===== src/hdl/mbrf_pkg.sv =====
// Shared types, codes and the CRC-16/MODBUS byte update for the request framer.
// No dependencies.
package mbrf_pkg;

   localparam logic [15:0] CRC_INIT = 16'hFFFF;
   localparam logic [15:0] CRC_POLY = 16'hA001;

   localparam logic CMD_HEADER = 1'b0;
   localparam logic CMD_DATA   = 1'b1;

   localparam logic [7:0] FC_READ_COILS     = 8'd1;
   localparam logic [7:0] FC_READ_INPUTS    = 8'd2;
   localparam logic [7:0] FC_READ_HOLDING   = 8'd3;
   localparam logic [7:0] FC_WRITE_MULTIPLE = 8'd16;

   typedef struct packed {
      logic        command;
      logic [7:0]  slave_address;
      logic [7:0]  function_code;
      logic [15:0] start_address;
      logic [15:0] quantity;
      logic [7:0]  data_len;
      logic [15:0] data_word;
      logic        final_word;
   } req_item_type;

   function automatic logic [15:0] crc_byte(input logic [15:0] crc, input logic [7:0] data);
      logic [15:0] c;
      c = crc ^ {8'h00, data};
      for (int k = 0; k < 8; k++) begin
         if (c[0]) begin
            c = (c >> 1) ^ CRC_POLY;
         end else begin
            c = c >> 1;
         end
      end
      return c;
   endfunction

endpackage


===== src/hdl/mbrf_if.sv =====
// Valid/ready channel interfaces for the request framer: request items in, frame bytes out.
// No dependencies.
interface mbrf_req_if;
   logic        valid;
   logic        ready;
   logic        command;
   logic [7:0]  slave_address;
   logic [7:0]  function_code;
   logic [15:0] start_address;
   logic [15:0] quantity;
   logic [7:0]  data_len;
   logic [15:0] data_word;
   logic        final_word;

   modport source (
      output valid, command, slave_address, function_code, start_address,
             quantity, data_len, data_word, final_word,
      input  ready
   );
   modport sink (
      input  valid, command, slave_address, function_code, start_address,
             quantity, data_len, data_word, final_word,
      output ready
   );
endinterface

interface mbrf_rsp_if;
   logic       valid;
   logic       ready;
   logic [7:0] frame_byte;
   logic       frame_end;

   modport source (output valid, frame_byte, frame_end, input ready);
   modport sink (input valid, frame_byte, frame_end, output ready);
endinterface


===== src/hdl/modbus_rtu_request_framer.sv =====
// Modbus RTU request framer: serializes request items into frame bytes with CRC-16/MODBUS.
// Depends on mbrf_pkg and the mbrf_req_if / mbrf_rsp_if interfaces.
//
// One frame byte leaves per cycle through a single output byte register while the
// receiver takes it; a stalled byte holds the block. A header yields 6 (unknown
// function), 7 (write multiple with data to follow), 8 (read) or 9 (write multiple with
// a zero byte count) bytes, a data word yields 2, or 4 when it is marked final, and a
// data word with no write frame open is dropped with no byte, even under a stall. The
// next item is taken in the cycle the last byte of the current one is loaded, so items
// run back to back. The CRC is updated by one byte per cycle alongside the output
// register when unstalled; a header's first byte goes via the item and output registers.
module modbus_rtu_request_framer (
   input logic      clock,
   input logic      reset,
   mbrf_req_if.sink   req,
   mbrf_rsp_if.source rsp
);

   mbrf_pkg::req_item_type item_ff, item_in, req_item;
   logic        busy_ff, busy_in;
   logic [3:0]  idx_ff, idx_in;
   logic [15:0] crc_ff, crc_in;
   logic        wframe_ff, wframe_in;
   logic        rsp_valid_ff, rsp_valid_in;
   logic [7:0]  rsp_byte_ff, rsp_byte_in;
   logic        rsp_end_ff, rsp_end_in;

   logic        slot_free, step, accept, req_ready;
   logic        is_read, is_write;
   logic [15:0] crc_base;
   logic [7:0]  byte_val;
   logic        is_crc, last, frame_end, drop;

   assign req_item = '{
      command:       req.command,
      slave_address: req.slave_address,
      function_code: req.function_code,
      start_address: req.start_address,
      quantity:      req.quantity,
      data_len:      req.data_len,
      data_word:     req.data_word,
      final_word:    req.final_word
   };

   assign is_read = (item_ff.function_code == mbrf_pkg::FC_READ_COILS)
                 || (item_ff.function_code == mbrf_pkg::FC_READ_INPUTS)
                 || (item_ff.function_code == mbrf_pkg::FC_READ_HOLDING);
   assign is_write = (item_ff.function_code == mbrf_pkg::FC_WRITE_MULTIPLE);

   // a header always restarts the CRC on its first byte
   assign crc_base = (item_ff.command == mbrf_pkg::CMD_HEADER && idx_ff == 4'd0)
                   ? mbrf_pkg::CRC_INIT : crc_ff;

   // pick the byte for the current position of the current item
   always_comb begin
      byte_val  = 8'h00;
      is_crc    = 1'b0;
      last      = 1'b0;
      frame_end = 1'b0;
      drop      = 1'b0;
      if (item_ff.command == mbrf_pkg::CMD_HEADER) begin
         unique case (idx_ff)
            4'd0: byte_val = item_ff.slave_address;
            4'd1: byte_val = item_ff.function_code;
            4'd2: byte_val = item_ff.start_address[15:8];
            4'd3: byte_val = item_ff.start_address[7:0];
            4'd4: byte_val = item_ff.quantity[15:8];
            4'd5: begin
               byte_val  = item_ff.quantity[7:0];
               last      = !is_read && !is_write;
               frame_end = !is_read && !is_write;
            end
            4'd6: begin
               if (is_read) begin
                  byte_val = crc_ff[7:0];
                  is_crc   = 1'b1;
               end else begin
                  byte_val = item_ff.data_len;
                  last     = (item_ff.data_len != 8'd0);
               end
            end
            4'd7: begin
               is_crc = 1'b1;
               if (is_read) begin
                  byte_val  = crc_ff[15:8];
                  last      = 1'b1;
                  frame_end = 1'b1;
               end else begin
                  byte_val = crc_ff[7:0];
               end
            end
            4'd8: begin
               byte_val  = crc_ff[15:8];
               is_crc    = 1'b1;
               last      = 1'b1;
               frame_end = 1'b1;
            end
            default: last = 1'b1;
         endcase
      end else if (!wframe_ff) begin
         drop = 1'b1;
         last = 1'b1;
      end else begin
         unique case (idx_ff)
            4'd0: byte_val = item_ff.data_word[15:8];
            4'd1: begin
               byte_val = item_ff.data_word[7:0];
               last     = !item_ff.final_word;
            end
            4'd2: begin
               byte_val = crc_ff[7:0];
               is_crc   = 1'b1;
            end
            4'd3: begin
               byte_val  = crc_ff[15:8];
               is_crc    = 1'b1;
               last      = 1'b1;
               frame_end = 1'b1;
            end
            default: last = 1'b1;
         endcase
      end
   end

   assign slot_free = !rsp_valid_ff || rsp.ready;
   assign step      = busy_ff && (drop || slot_free);
   assign req_ready = !busy_ff || (step && last);
   assign accept    = req.valid && req_ready;

   always_comb begin
      item_in      = item_ff;
      busy_in      = busy_ff;
      idx_in       = idx_ff;
      crc_in       = crc_ff;
      wframe_in    = wframe_ff;
      rsp_valid_in = rsp_valid_ff;
      rsp_byte_in  = rsp_byte_ff;
      rsp_end_in   = rsp_end_ff;

      if (step && !drop) begin
         if (frame_end) begin
            crc_in    = mbrf_pkg::CRC_INIT;
            wframe_in = 1'b0;
         end else begin
            if (!is_crc) begin
               crc_in = mbrf_pkg::crc_byte(crc_base, byte_val);
            end
            // header of a write multiple leaves the frame open for data words
            if (last && item_ff.command == mbrf_pkg::CMD_HEADER) begin
               wframe_in = 1'b1;
            end
         end
      end

      if (slot_free) begin
         rsp_valid_in = step && !drop;
         rsp_byte_in  = byte_val;
         rsp_end_in   = frame_end;
      end

      if (accept) begin
         item_in = req_item;
         busy_in = 1'b1;
         idx_in  = 4'd0;
      end else if (step && last) begin
         busy_in = 1'b0;
      end else if (step) begin
         idx_in = idx_ff + 4'd1;
      end
   end

   always_ff @(posedge clock) begin
      if (reset) begin
         busy_ff      <= 1'b0;
         idx_ff       <= 4'd0;
         crc_ff       <= mbrf_pkg::CRC_INIT;
         wframe_ff    <= 1'b0;
         rsp_valid_ff <= 1'b0;
      end else begin
         busy_ff      <= busy_in;
         idx_ff       <= idx_in;
         crc_ff       <= crc_in;
         wframe_ff    <= wframe_in;
         rsp_valid_ff <= rsp_valid_in;
      end
   end

   always_ff @(posedge clock) begin
      item_ff     <= item_in;
      rsp_byte_ff <= rsp_byte_in;
      rsp_end_ff  <= rsp_end_in;
   end

   assign req.ready      = req_ready;
   assign rsp.valid      = rsp_valid_ff;
   assign rsp.frame_byte = rsp_byte_ff;
   assign rsp.frame_end  = rsp_end_ff;

endmodule


===== src/flat_wrapper.sv =====
// flat-port wrapper written by rule: the top's interface ports become plain ports
module modbus_rtu_request_framer_flat 
  (clock, reset, req_valid, req_command, req_slave_address, req_function_code, req_start_address, req_quantity, req_data_len, req_data_word, req_final_word, req_ready, rsp_valid, rsp_frame_byte, rsp_frame_end, rsp_ready);
  mbrf_req_if req_i ();
  mbrf_rsp_if rsp_i ();
  input logic clock;
  input logic reset;
  input wire logic [$bits(req_i.valid)-1:0] req_valid;
  input wire logic [$bits(req_i.command)-1:0] req_command;
  input wire logic [$bits(req_i.slave_address)-1:0] req_slave_address;
  input wire logic [$bits(req_i.function_code)-1:0] req_function_code;
  input wire logic [$bits(req_i.start_address)-1:0] req_start_address;
  input wire logic [$bits(req_i.quantity)-1:0] req_quantity;
  input wire logic [$bits(req_i.data_len)-1:0] req_data_len;
  input wire logic [$bits(req_i.data_word)-1:0] req_data_word;
  input wire logic [$bits(req_i.final_word)-1:0] req_final_word;
  output wire logic [$bits(req_i.ready)-1:0] req_ready;
  output wire logic [$bits(rsp_i.valid)-1:0] rsp_valid;
  output wire logic [$bits(rsp_i.frame_byte)-1:0] rsp_frame_byte;
  output wire logic [$bits(rsp_i.frame_end)-1:0] rsp_frame_end;
  input wire logic [$bits(rsp_i.ready)-1:0] rsp_ready;
  assign req_i.valid = req_valid;
  assign req_i.command = req_command;
  assign req_i.slave_address = req_slave_address;
  assign req_i.function_code = req_function_code;
  assign req_i.start_address = req_start_address;
  assign req_i.quantity = req_quantity;
  assign req_i.data_len = req_data_len;
  assign req_i.data_word = req_data_word;
  assign req_i.final_word = req_final_word;
  assign req_ready = req_i.ready;
  assign rsp_valid = rsp_i.valid;
  assign rsp_frame_byte = rsp_i.frame_byte;
  assign rsp_frame_end = rsp_i.frame_end;
  assign rsp_i.ready = rsp_ready;
  modbus_rtu_request_framer u_core (.clock(clock), .reset(reset), .req(req_i), .rsp(rsp_i));
endmodule

===== config.mk =====
export PLATFORM = sky130hd
export DESIGN_NAME = modbus_rtu_request_framer_flat
export DESIGN_NICKNAME = d
export VERILOG_FILES = /design/src/hdl/mbrf_pkg.sv /design/src/hdl/mbrf_if.sv /design/src/hdl/modbus_rtu_request_framer.sv /design/src/flat_wrapper.sv
export SDC_FILE = /design/constraint.sdc
export NUM_CORES = 1
export LEC_CHECK = 0
export ABC_CLOCK_PERIOD_IN_PS = 6350
export BUFFER_PORTS_ARGS = -buffer_cell sky130_fd_sc_hd__buf_2
export CAP_MARGIN = 20
export CORE_AREA = 2 2 146 77
export DETAILED_ROUTE_END_ITERATION = 6
export DIE_AREA = 0 0 148 79
export HOLD_SLACK_MARGIN = 0.12
export PLACE_DENSITY = 0.76
export SLEW_MARGIN = 20
export SYNTH_ARGS = -nofsm -noshare
export SYNTH_HDL_FRONTEND = slang
export SYNTH_SLANG_ARGS = --single-unit

===== constraint.sdc =====
create_clock -name clock -period 6.35 [get_ports clock]
set_input_delay 0.3175 -clock clock [delete_from_list [all_inputs] [get_ports clock]]
set_output_delay 0.3175 -clock clock [all_outputs]
set_load 0.05 [all_outputs]

==> run metrics, run 1 <==
share of cells above drive strength 1 0.2740; die height 79 um; Buf/Inv on CP 2; synth unique cells between 70 and 80; Critical Path AT approximately 4.4 ns; routed vias between 3,000 and 4,000; clock-pin transition on the worst setup and hold timing paths 0.07 ns; DP HPWL 9429 um; initial antenna violation count 0; startpoint class of the critical path flop; setup TNS 0 ns; critical path fanouts, max 24; Antenna Nets Post-Route 0; Slew Viols, Final 0; most common cell in the netlist edfxtp_1; final std cells w/o fill around 660; Worst Tran Pin Value ~1 ns; Gate Count Post-Synth 429; hold buffers post-CTS 0; CP Class flop to flop; buffers added on ports slightly below 90; placed cell count 640; Pwr per Cell Area between 200 and 300 nW/um^2; first-pass GRT wire length between 15,000 and 20,000 um; Hold Fails Final Rpt 0; Max Freq 0.2400 GHz; clk sinks around 110; Fill cells about 900; H-tree levels 3; leakage power total about 2.3 nW; Worst Setup End Kind flop; clk_skew 0.008696 ns; Initial Util 0.4831; num rows 27; Nets a little under 600; DRT iter0 DRCs about 440; Post-synth EDFFs a little over 80; # IOs 89; DR DRC count 0; gp weighted congestion just under 1; worst vdd ir roughly 120 uV; Total Power 1.588 mW; top-area cell type share of the netlist area 0.4894; Initial DRT Pass Iterations 5; Max Root-Sink Buffers 2; most used cell, CP nor2_1; clk_lat worst skew 0.35 ns; n_diodes 0; Slew headroom 0.3236; crit path cell chain inv_1 > ha_1 > nor2_1 > a31oi_1 > o21ai_1 > nor2_1 > a221oi_2 > inv_2 > xnor2_2 > xor3_2 > xnor3_1 > a21oi_1; Max-Cap Viols 0; Hold Path Class input port to flop; #FFs+latches synth between 100 and 150; clock root cell clkbuf_16; Post-Syn Nets between 500 and 600; Setup Viol. Count Final 0; RSZ-0062 raised after global routing no; WL/cell 20.05 um; Slowest-stage cell, CP o21ai_1; post_cts resized 0; vias in the first global route about 3,600; top cells by area, synth edfxtp_1 49%, dfxtp_1 9.0%, nor2_1 2.7%, a21oi_1 2.7%, a22oi_1 2.5%; total gr overflow 0; Core ar. ~11,000 um^2; Num CTS Buffers 9; TritonCTS clock tree yes; Post-Syn Area per Cell roughly 12 um^2; post-layout min period 4.167 ns; Worst path top cell family by delay compound AO/OA/AOI/OAI gates; WL final roughly 13,000 um; ys flop type edfxtp_1; Critical Path RT between 6 and 7 ns; status finished, final reports clean; CP peak stage delay between 0.7 and 0.8 ns; mapped cell area ~5100 um^2; largest net degree at the start of global routing 39; YS warnings 0; ys async rst share 0; area grow syn2layout 15.97%; Synth top cells by count 83 x edfxtp_1, 37 x nor2_1, 31 x nand2_1; Die X approximately 150 um; vias per inst between 5 and 6; Yosys top cell by area edfxtp_1; Tcrit/Tclk final 0.6562; post-synthesis sequential area ratio 0.5799; die footprint about 12,000 um^2; gr usage total 0.2284; Post-CTS Setup Bufs 0
[per-stage QoR]
step / instance area, um^2 / util / setup slack [ns] / hold slack (ns)
floorplan: 5096 / - / 1.565 / 0.4164
CTS: 5906 / 0.5603 / 1.952 / 0.1300
global route: 5906 / 0.5603 / 1.955 / 0.1275
detailed placement: 5598 / 0.5311 / 1.964 / 0.4956
global placement: 5598 / 0.5311 / 2.260 / 0.4941
finish: 5906 / 0.5603 / 2.183 / 0.1376
[layer usage]
metal | up-vias | GRT usage | part of all wire | wire, um
met5 | - | 0 | 0 | 0
met4 | 0 | 0.05238 | 0.011 | 140
met3 | 16 | 0.06264 | 0.12 | 1578
met2 | 254 | 0.2935 | 0.38 | 5043
met1 | 1827 | 0.3719 | 0.49 | 6394
li1 | 1797 | - | - | -
[report_power, final]
part | total [mW] | leakage [nW] | internal [mW] | switching, mW
sequential | 0.824 | 1.01 | 0.796 | 0.0281
clock | 0.571 | 0.152 | 0.314 | 0.258
combinational | 0.193 | 1.13 | 0.0824 | 0.111
[worst register-to-register path, stage by stage, from the launching register on]
cell	delay, ns
dfxtp_1	0.44
inv_1	0.10
ha_1	0.55
nor2_1	0.29
a31oi_1	0.15
o21ai_1	0.76
nor2_1	0.12
a221oi_2	0.36
inv_2	0.10
xnor2_2	0.20
xor3_2	0.52
xnor3_1	0.35
a21oi_1	0.15
[worst paths after layout]
check	startpoint	end	slack [ns]	cells after the start
worst max-delay path	u_core.idx_ff[0]	u_core.crc_ff[0]	2.18	12
worst max register to register	u_core.idx_ff[0]	u_core.crc_ff[0]	2.18	12
worst min register to register	u_core.crc_ff[11]	u_core.crc_ff[11]	0.57	2
worst min-delay path	req_data_word[12]	u_core.item_ff[13]	0.14	1
[cells in the final DEF (no fill, tap or decap), types with 3 or more instances in the layout]
| master | count |
|---|---|
| nor3_1 | 22 |
| nand2b_1 | 3 |
| buf_2 | 88 |
| xor2_1 | 7 |
| o21bai_1 | 12 |
| and2_1 | 3 |
| a211oi_1 | 4 |
| nor2_1 | 37 |
| a22oi_1 | 17 |
| xnor2_1 | 11 |
| a221o_1 | 3 |
| o22ai_1 | 3 |
| inv_1 | 10 |
| ha_1 | 4 |
| a222oi_1 | 7 |
| nor4_1 | 4 |
| a21o_1 | 6 |
| edfxtp_1 | 83 |
| nand2_1 | 31 |
| mux2i_1 | 3 |
| a21oi_1 | 26 |
| buf_4 | 6 |
| o21ai_0 | 9 |
| a221oi_1 | 3 |
| nand3_1 | 5 |
| dfxtp_1 | 23 |
| a31oi_1 | 8 |
| clkbuf_16 | 9 |
[state kept, by name, summed over array words and instances (netlist names)]
signal                 count
u_core.busy_ff             1
u_core.item_ff            74
u_core.rsp.valid           1
u_core.idx_ff              4
u_core.rsp.frame_byte      8
u_core.rsp.frame_end       1
u_core.crc_ff             16
u_core.wframe_ff           1
[area by class of cell]
class                           count  area, um^2  area share
Multi-Input combinational cell    284        1937      0.3280
Clock buffer                        9       225.2     0.03814
Clock inverter                      7       82.58     0.01398
Timing Repair Buffer               94       485.5     0.08220
Inverter                           11       41.29    0.006992
Tap cell                          145       181.4     0.03072
Sequential cell                   106        2953      0.5000
[kinds of logic (layout without fill, tap and decap cells)]
family,after synthesis,count (layout),share of synthesized area
AOI/OAI and AO/OA,129,129,0.1907
and+or+nand+nor,125,125,0.1229
DFF,106,106,0.5799
buffers and inverters,39,121,0.04201
xor gates and xnor gates,22,22,0.04668
adders and majority gates,4,4,0.009828
muxes,4,4,0.008108
Note: power is estimated with default switching activity, not from simulation.
==> inputs of run 2 (changes only) <==
--- a/config.mk
+++ b/config.mk
@@ -5,12 +5,13 @@
 export SDC_FILE = /design/constraint.sdc
 export NUM_CORES = 1
 export LEC_CHECK = 0
-export ABC_CLOCK_PERIOD_IN_PS = 6350
+export ABC_AREA = 1
+export ABC_CLOCK_PERIOD_IN_PS = 3300
 export BUFFER_PORTS_ARGS = -buffer_cell sky130_fd_sc_hd__buf_2
 export CAP_MARGIN = 20
-export CORE_AREA = 2 2 146 77
+export CORE_AREA = 2 2 151 79
 export DETAILED_ROUTE_END_ITERATION = 6
-export DIE_AREA = 0 0 148 79
+export DIE_AREA = 0 0 153 81
 export HOLD_SLACK_MARGIN = 0.12
 export PLACE_DENSITY = 0.76
 export SLEW_MARGIN = 20
==> constraint.sdc (replaced) <==
create_clock -name clock -period 3.3 [get_ports clock]
set_input_delay 0.165 -clock clock [delete_from_list [all_inputs] [get_ports clock]]
set_output_delay 0.165 -clock clock [all_outputs]
set_load 0.05 [all_outputs]
==> run 2 against run 1 <==
Effect of this change:
- clock power increased by 84%
- power increased by 100%
- critical path depth increased by 3
- clock skew increased by 0.00098 ns
- first-iteration DRC count increased by 42%
- utilization increased by 7.4 points
- sequential share of layout area decreased by 8.9 points
- register-to-register slack got worse by 2.0 ns
- area after synthesis increased by 6.7%
- count of clock-buffer cells in the layout unchanged
- non-clock buffer count increased by 91
- largest power group unchanged
==> run metrics, run 2 <==
Nets between 800 and 900; Tcrit/Tclk final 0.9389; Post-Syn Area per Cell 8.834 um^2; clk_lat worst skew 0.35 ns; Final Instance Area slightly above 7000 um^2; Max Root-Sink Buffers 2; Yosys top cell by area edfxtp_1; max FFs per register 74; Slew headroom 0.5908; most frequent cells in the layout 168 x nand2_1, 88 x buf_2, 83 x edfxtp_1; Fill cells 910; die height 81 um; CP Class flop to flop; clock-pin transition on the worst setup and hold timing paths about 0.070 ns; Core ar. between 10,000 and 15,000 um^2; vias per inst 5.501; first-pass GRT wire length 25,960 um; largest net degree at the start of global routing 41; gp weighted congestion between 0.9 and 1; synth unique cells 40; Max-Cap Viols 0; initial antenna violation count 0; WL final roughly 17,000 um; n_diodes 0; placed instance area 6090 um^2; clk sinks 106; Post-Syn Nets 697; Slew Viols, Final 0; Synth top cells by count 170 x nand2_1, 83 x edfxtp_1, 81 x nand3_1; final std cells w/o fill 948; Reg2Reg Depth 15; Hold Path Depth 3; Setup Viol. Count Final 0; placed cell count around 850; Initial DRT Pass Iterations 6; clock root cell clkbuf_16; ys flop type edfxtp_1; post-layout min period slightly above 3 ns; area of the multi-input gates about 2100 um^2; Worst Setup End Kind flop; Hold Fails Final Rpt 0; DP HPWL between 10,000 and 15,000 um; Top reg by flops u_core.item_ff; worst hold slack between 0.15 and 0.2 ns; clk_skew around 0.0097 ns; Die X 153 um; gr usage total 0.2793; vias in the first global route 4,857; ys async rst share 0; H-tree levels 3; Critical Path AT about 3.1 ns; most common cell in the netlist nand2_1; TritonCTS clock tree yes; commonest non-fill, non-tap cell in the layout nand2_1; num rows 28; WL/cell between 15 and 20 um; Post-synth EDFFs 83; Reg area approximately 3000 um^2; Antenna Nets Post-Route 0; top cells by area, synth edfxtp_1 46%, nand2_1 12%, dfxtp_1 8.5%, nand3_1 7.5%, inv_1 4.3%; status finished, final reports clean; post-synthesis sequential area ratio 0.5435; total gr overflow 0; DRT iter0 DRCs 617; leakage power total 3.294 nW; # IOs 89; routed vias 5,215; Critical Path RT 3.34 ns; startpoint class of the critical path flop; #FFs+latches synth 106; Gate Count Post-Synth between 600 and 700; buffers added on ports roughly 90; mapped cell area 5433 um^2; Final Core Density 0.6342; area grow syn2layout 32.10%; Initial Util 0.4801; critical path fanouts, max 40; DR DRC count 0; Max Freq approximately 0.32 GHz; Worst Tran Pin Value 0.6092 ns; worst vdd ir approximately 240 uV; YS warnings 0; top-area cell type share of the netlist area 0.4588; die footprint 12,390 um^2; Pwr per Cell Area between 400 and 500 nW/um^2; Num CTS Buffers 9; share of cells above drive strength 1 0.2130; Hold Path Class input port to flop
-- run 2: cell count changes after synthesis, moves of 15 or more --
cell,delta
o21ai_0,+15
nand2_1,+139
a22oi_1,-17
nor2_1,-15
inv_1,+52
o21ai_1,+17
nand3_1,+76
nand4_1,+15
-- run 2: cell type report --
type / count / share of cell area
clock buffers: 9 / 0.03138
clock inverters: 7 / 0.007845
inverters: 77 / 0.04080
multi-input cells: 414 / 0.2920
flip-flops and latches: 106 / 0.4114
well taps: 150 / 0.02615
repair buffers: 185 / 0.1904
-- run 2: cell families (layout without fill, tap and decap cells) --
family | count (synthesis) | count (layout) | synth area share
XOR/XNOR | 1 | 1 | 0.001612
buffers and inverters | 95 | 278 | 0.07393
AO/OA/AOI/OAI | 81 | 81 | 0.08591
AND/OR/NAND/NOR | 328 | 328 | 0.2858
adder cells (fa/ha/maj) | 4 | 4 | 0.009213
flip-flops | 106 | 106 | 0.5435
-- run 2: timing repair --
item                       CTS  global route
setup endpoints to repair    0            48
buffers inserted             0             7
hold endpoints to repair    74             0
gates resized for setup      0             3
hold buffers                74             0
-- run 2: final timing paths --
path	to	slack (ns)	from
worst max-delay path	u_core.item_ff[16]	0.20	u_core.idx_ff[0]
worst min-delay path	u_core.busy_ff	0.17	req_valid
worst max register to register	u_core.item_ff[16]	0.20	u_core.idx_ff[0]
worst min register to register	u_core.crc_ff[0]	0.48	u_core.crc_ff[0]
-- run 2: report_power, final --
group	internal, mW	switching, mW	leakage, nW
combinational	0.216	0.356	2.15
clock	0.525	0.520	0.142
sequential	1.55	0.0468	1.00
total	2.29	0.924	3.29
-- run 2: critical path: stages, from the launching register on --
cell        delay (ns)
dfxtp_1           0.40
inv_1             0.11
ha_1              0.36
nand3_2           0.16
inv_2             0.04
buf_4             0.16
nor3_1            0.22
nand2_1           0.08
o2111ai_1         0.22
nand2_1           0.10
nand2_1           0.14
nand2_1           0.08
nand2_2           0.08
nand2_2           0.10
clkinvlp_4        0.26
buf_12            0.27
-- run 2: metrics by stage --
| stage | TNS (ns) | worst slack (ns) | power (mW) |
|---|---|---|---|
| global route | -0.6493 | -0.02707 | 3.334 |
| global placement | 0 | 0.3373 | 2.083 |
| CTS | 0 | 0.2850 | 3.188 |
| floorplan | 0 | 0.04092 | 1.922 |
| detailed placement | 0 | 0.3094 | 2.094 |
| finish | 0 | 0.2017 | 3.212 |
-- run 2: metal layers --
metal | GRT usage | routed length [um] | vias to the layer above | share of wire
met3 | 0.08911 | 2271 | 20 | 0.13
li1 | - | - | 2449 | -
met5 | 0.03175 | 0 | - | 0
met2 | 0.4108 | 6828 | 330 | 0.40
met1 | 0.4079 | 7646 | 2416 | 0.45
met4 | 0.04815 | 157 | 0 | 0.0093
==> inputs of run 3 (changes only) <==
--- a/config.mk
+++ b/config.mk
@@ -13,6 +13,7 @@
 export DETAILED_ROUTE_END_ITERATION = 6
 export DIE_AREA = 0 0 153 81
 export HOLD_SLACK_MARGIN = 0.12
+export MAX_ROUTING_LAYER = met4
 export PLACE_DENSITY = 0.76
 export SLEW_MARGIN = 20
 export SYNTH_ARGS = -nofsm -noshare
==> run 3 against run 2 <==
Effect of this change:
- first-iteration DRC count is 5.8% lower
- hold slack lost 0.0010 ns
- fmax is 3.4% higher
- flip-flop and latch count unchanged
- sequential power about the same
- final cell count grew 0.11%
- utilization up 0.13 points
- largest cell class unchanged
==> run metrics, run 3 (synthesis gave the netlist of run 2 again) <==
die footprint around 12,000 um^2; gr usage total 0.3171; TritonCTS clock tree yes; Initial Util 0.4801; vias per inst 5.574; Worst Hold Launch req_valid; num rows 28; most frequent cells in the layout 168 x nand2_1, 88 x buf_2, 83 x edfxtp_1; Hold Path Class input port to flop; Reg-to-Reg Start u_core.idx_ff[3]; Fill cells 950; total gr overflow 0; Hold Fails Final Rpt 0; Nets 876; largest net degree at the start of global routing 34; DR DRC count 0; worst vdd ir approximately 250 uV; gp weighted congestion between 0.9 and 1; Total Power roughly 3.2 mW; routed vias approximately 5,300; flop-to-flop setup slack between 0.3 and 0.4 ns; DP HPWL 13,050 um; WL/cell 19.44 um; CP Class flop to flop; crit path cell chain nor2_4 > buf_4 > buf_4 > nand3_1 > nand2_1 > inv_1 > nand2_1 > nor2_1 > nand3_1 > nand2_2 > nand3_1 > nand2_1 > nand2_1 > nand2_1 > nand2_1 > nand2_1 > nand2_2 > nand2_4 > nand2_1 > nand3_1 > nand3_1 > nand2_1 > nand2_1; Max Freq ~0.33 GHz; area grow syn2layout 32.38%; Worst Hold End u_core.busy_ff; Max-Cap Viols 0; die height around 81 um; worst hold slack ~0.17 ns; critical path fanouts, max 17; Final Core Density 0.6356; leakage power total approximately 3.3 nW; clk_skew about 0.012 ns; Slowest-stage cell, CP dfxtp_1; setup TNS 0 ns; DRT iter0 DRCs a little under 600; Hold Path Depth 3; clk sinks between 100 and 150; Max Root-Sink Buffers 2; Slew headroom 0.6443; status finished, final reports clean; Worst Setup End Kind flop; Post-CTS Setup Bufs 0; CP peak stage delay about 0.48 ns; commonest non-fill, non-tap cell in the layout nand2_1; Reg2Reg Depth 23; max FFs per register between 70 and 80; Critical Path AT 3.24 ns; vias in the first global route roughly 5,000; WL final about 18,000 um; first-pass GRT wire length between 20,000 and 30,000 um; clock-pin transition on the worst setup and hold timing paths about 0.070 ns; Setup Viol. Count Final 0; buffers added on ports 88; initial antenna violation count 0; H-tree levels 3; Die X between 150 and 200 um; Core ar. 11,320 um^2; Critical Path RT 3.54 ns; clock root cell clkbuf_16; RSZ-0062 raised after global routing no; clk_lat worst skew ~0.35 ns; Antenna Nets Post-Route 0; Top reg by flops u_core.item_ff; Initial DRT Pass Iterations 5; post-layout min period around 3 ns; share of cells above drive strength 1 0.2153; startpoint class of the critical path flop; Pwr per Cell Area 446.5 nW/um^2; n_diodes 0; Slew Viols, Final 0; # IOs slightly below 90; R2R Path End u_core.crc_ff[0]; most used cell, CP nand2_1; Num CTS Buffers 9; Worst Tran Pin Value 0.5322 ns; Tcrit/Tclk final 0.9079
[run 3: metal layers]
layer | wire length, um | up-vias | GRT usage
met5 | 0 | - | -
met4 | 174 | 0 | 0.05741
met3 | 2485 | 19 | 0.1131
met2 | 7470 | 341 | 0.4511
met1 | 8323 | 2462 | 0.4414
li1 | - | 2468 | -
[run 3: timing repair]
item                                   in CTS  in global routing
setup endpoints to repair                   0                 46
resized for setup                           0                  7
hold buffers                               74                  0
endpoints found under the hold margin      74                  0
[run 3: worst max path at each step]
| stage | start | slack [ns] | endpoint |
|---|---|---|---|
| global route | u_core.idx_ff[0] | 0.03 | u_core.crc_ff[0] |
| finish | u_core.idx_ff[3] | 0.30 | u_core.crc_ff[0] |
| global placement | u_core.idx_ff[1] | 0.34 | u_core.crc_ff[0] |
| detailed placement | u_core.idx_ff[1] | 0.27 | u_core.crc_ff[0] |
| floorplan | u_core.idx_ff[0] | 0.04 | u_core.item_ff[0] |
| CTS | u_core.idx_ff[1] | 0.25 | u_core.crc_ff[0] |
[run 3: final cells by class]
class | instances | area, um^2 | share of cell area
clock buffers | 11 | 232.7 | 0.03236
multi-input cells | 414 | 2101 | 0.2921
flip-flops and latches | 106 | 2955 | 0.4109
clock inverters | 5 | 46.29 | 0.006437
repair buffers | 186 | 1374 | 0.1910
well taps | 150 | 187.7 | 0.02610
inverters | 77 | 295.3 | 0.04106
[run 3: through the flow]
stage               cell area [um^2]  worst slack (ns)  cells
floorplan                       5441           0.04092    615
global placement                6150            0.3438    859
detailed placement              6150            0.2655    859
CTS                             7169            0.2467    949
global route                    7192           0.02807    949
finish                          7192            0.3040    949
[run 3: where the power goes]
part | switching, mW | internal, mW
Combinational | 0.363 | 0.216
Clock | 0.509 | 0.526
Sequential | 0.0488 | 1.55
Total | 0.921 | 2.29
[run 3: worst max-delay path, delay by kind of cell, from the launching register on]
kind,cells,cell delay (ns)
buffers and inverters,3,0.55
DFF,1,0.48
and+or+nand+nor,20,1.86
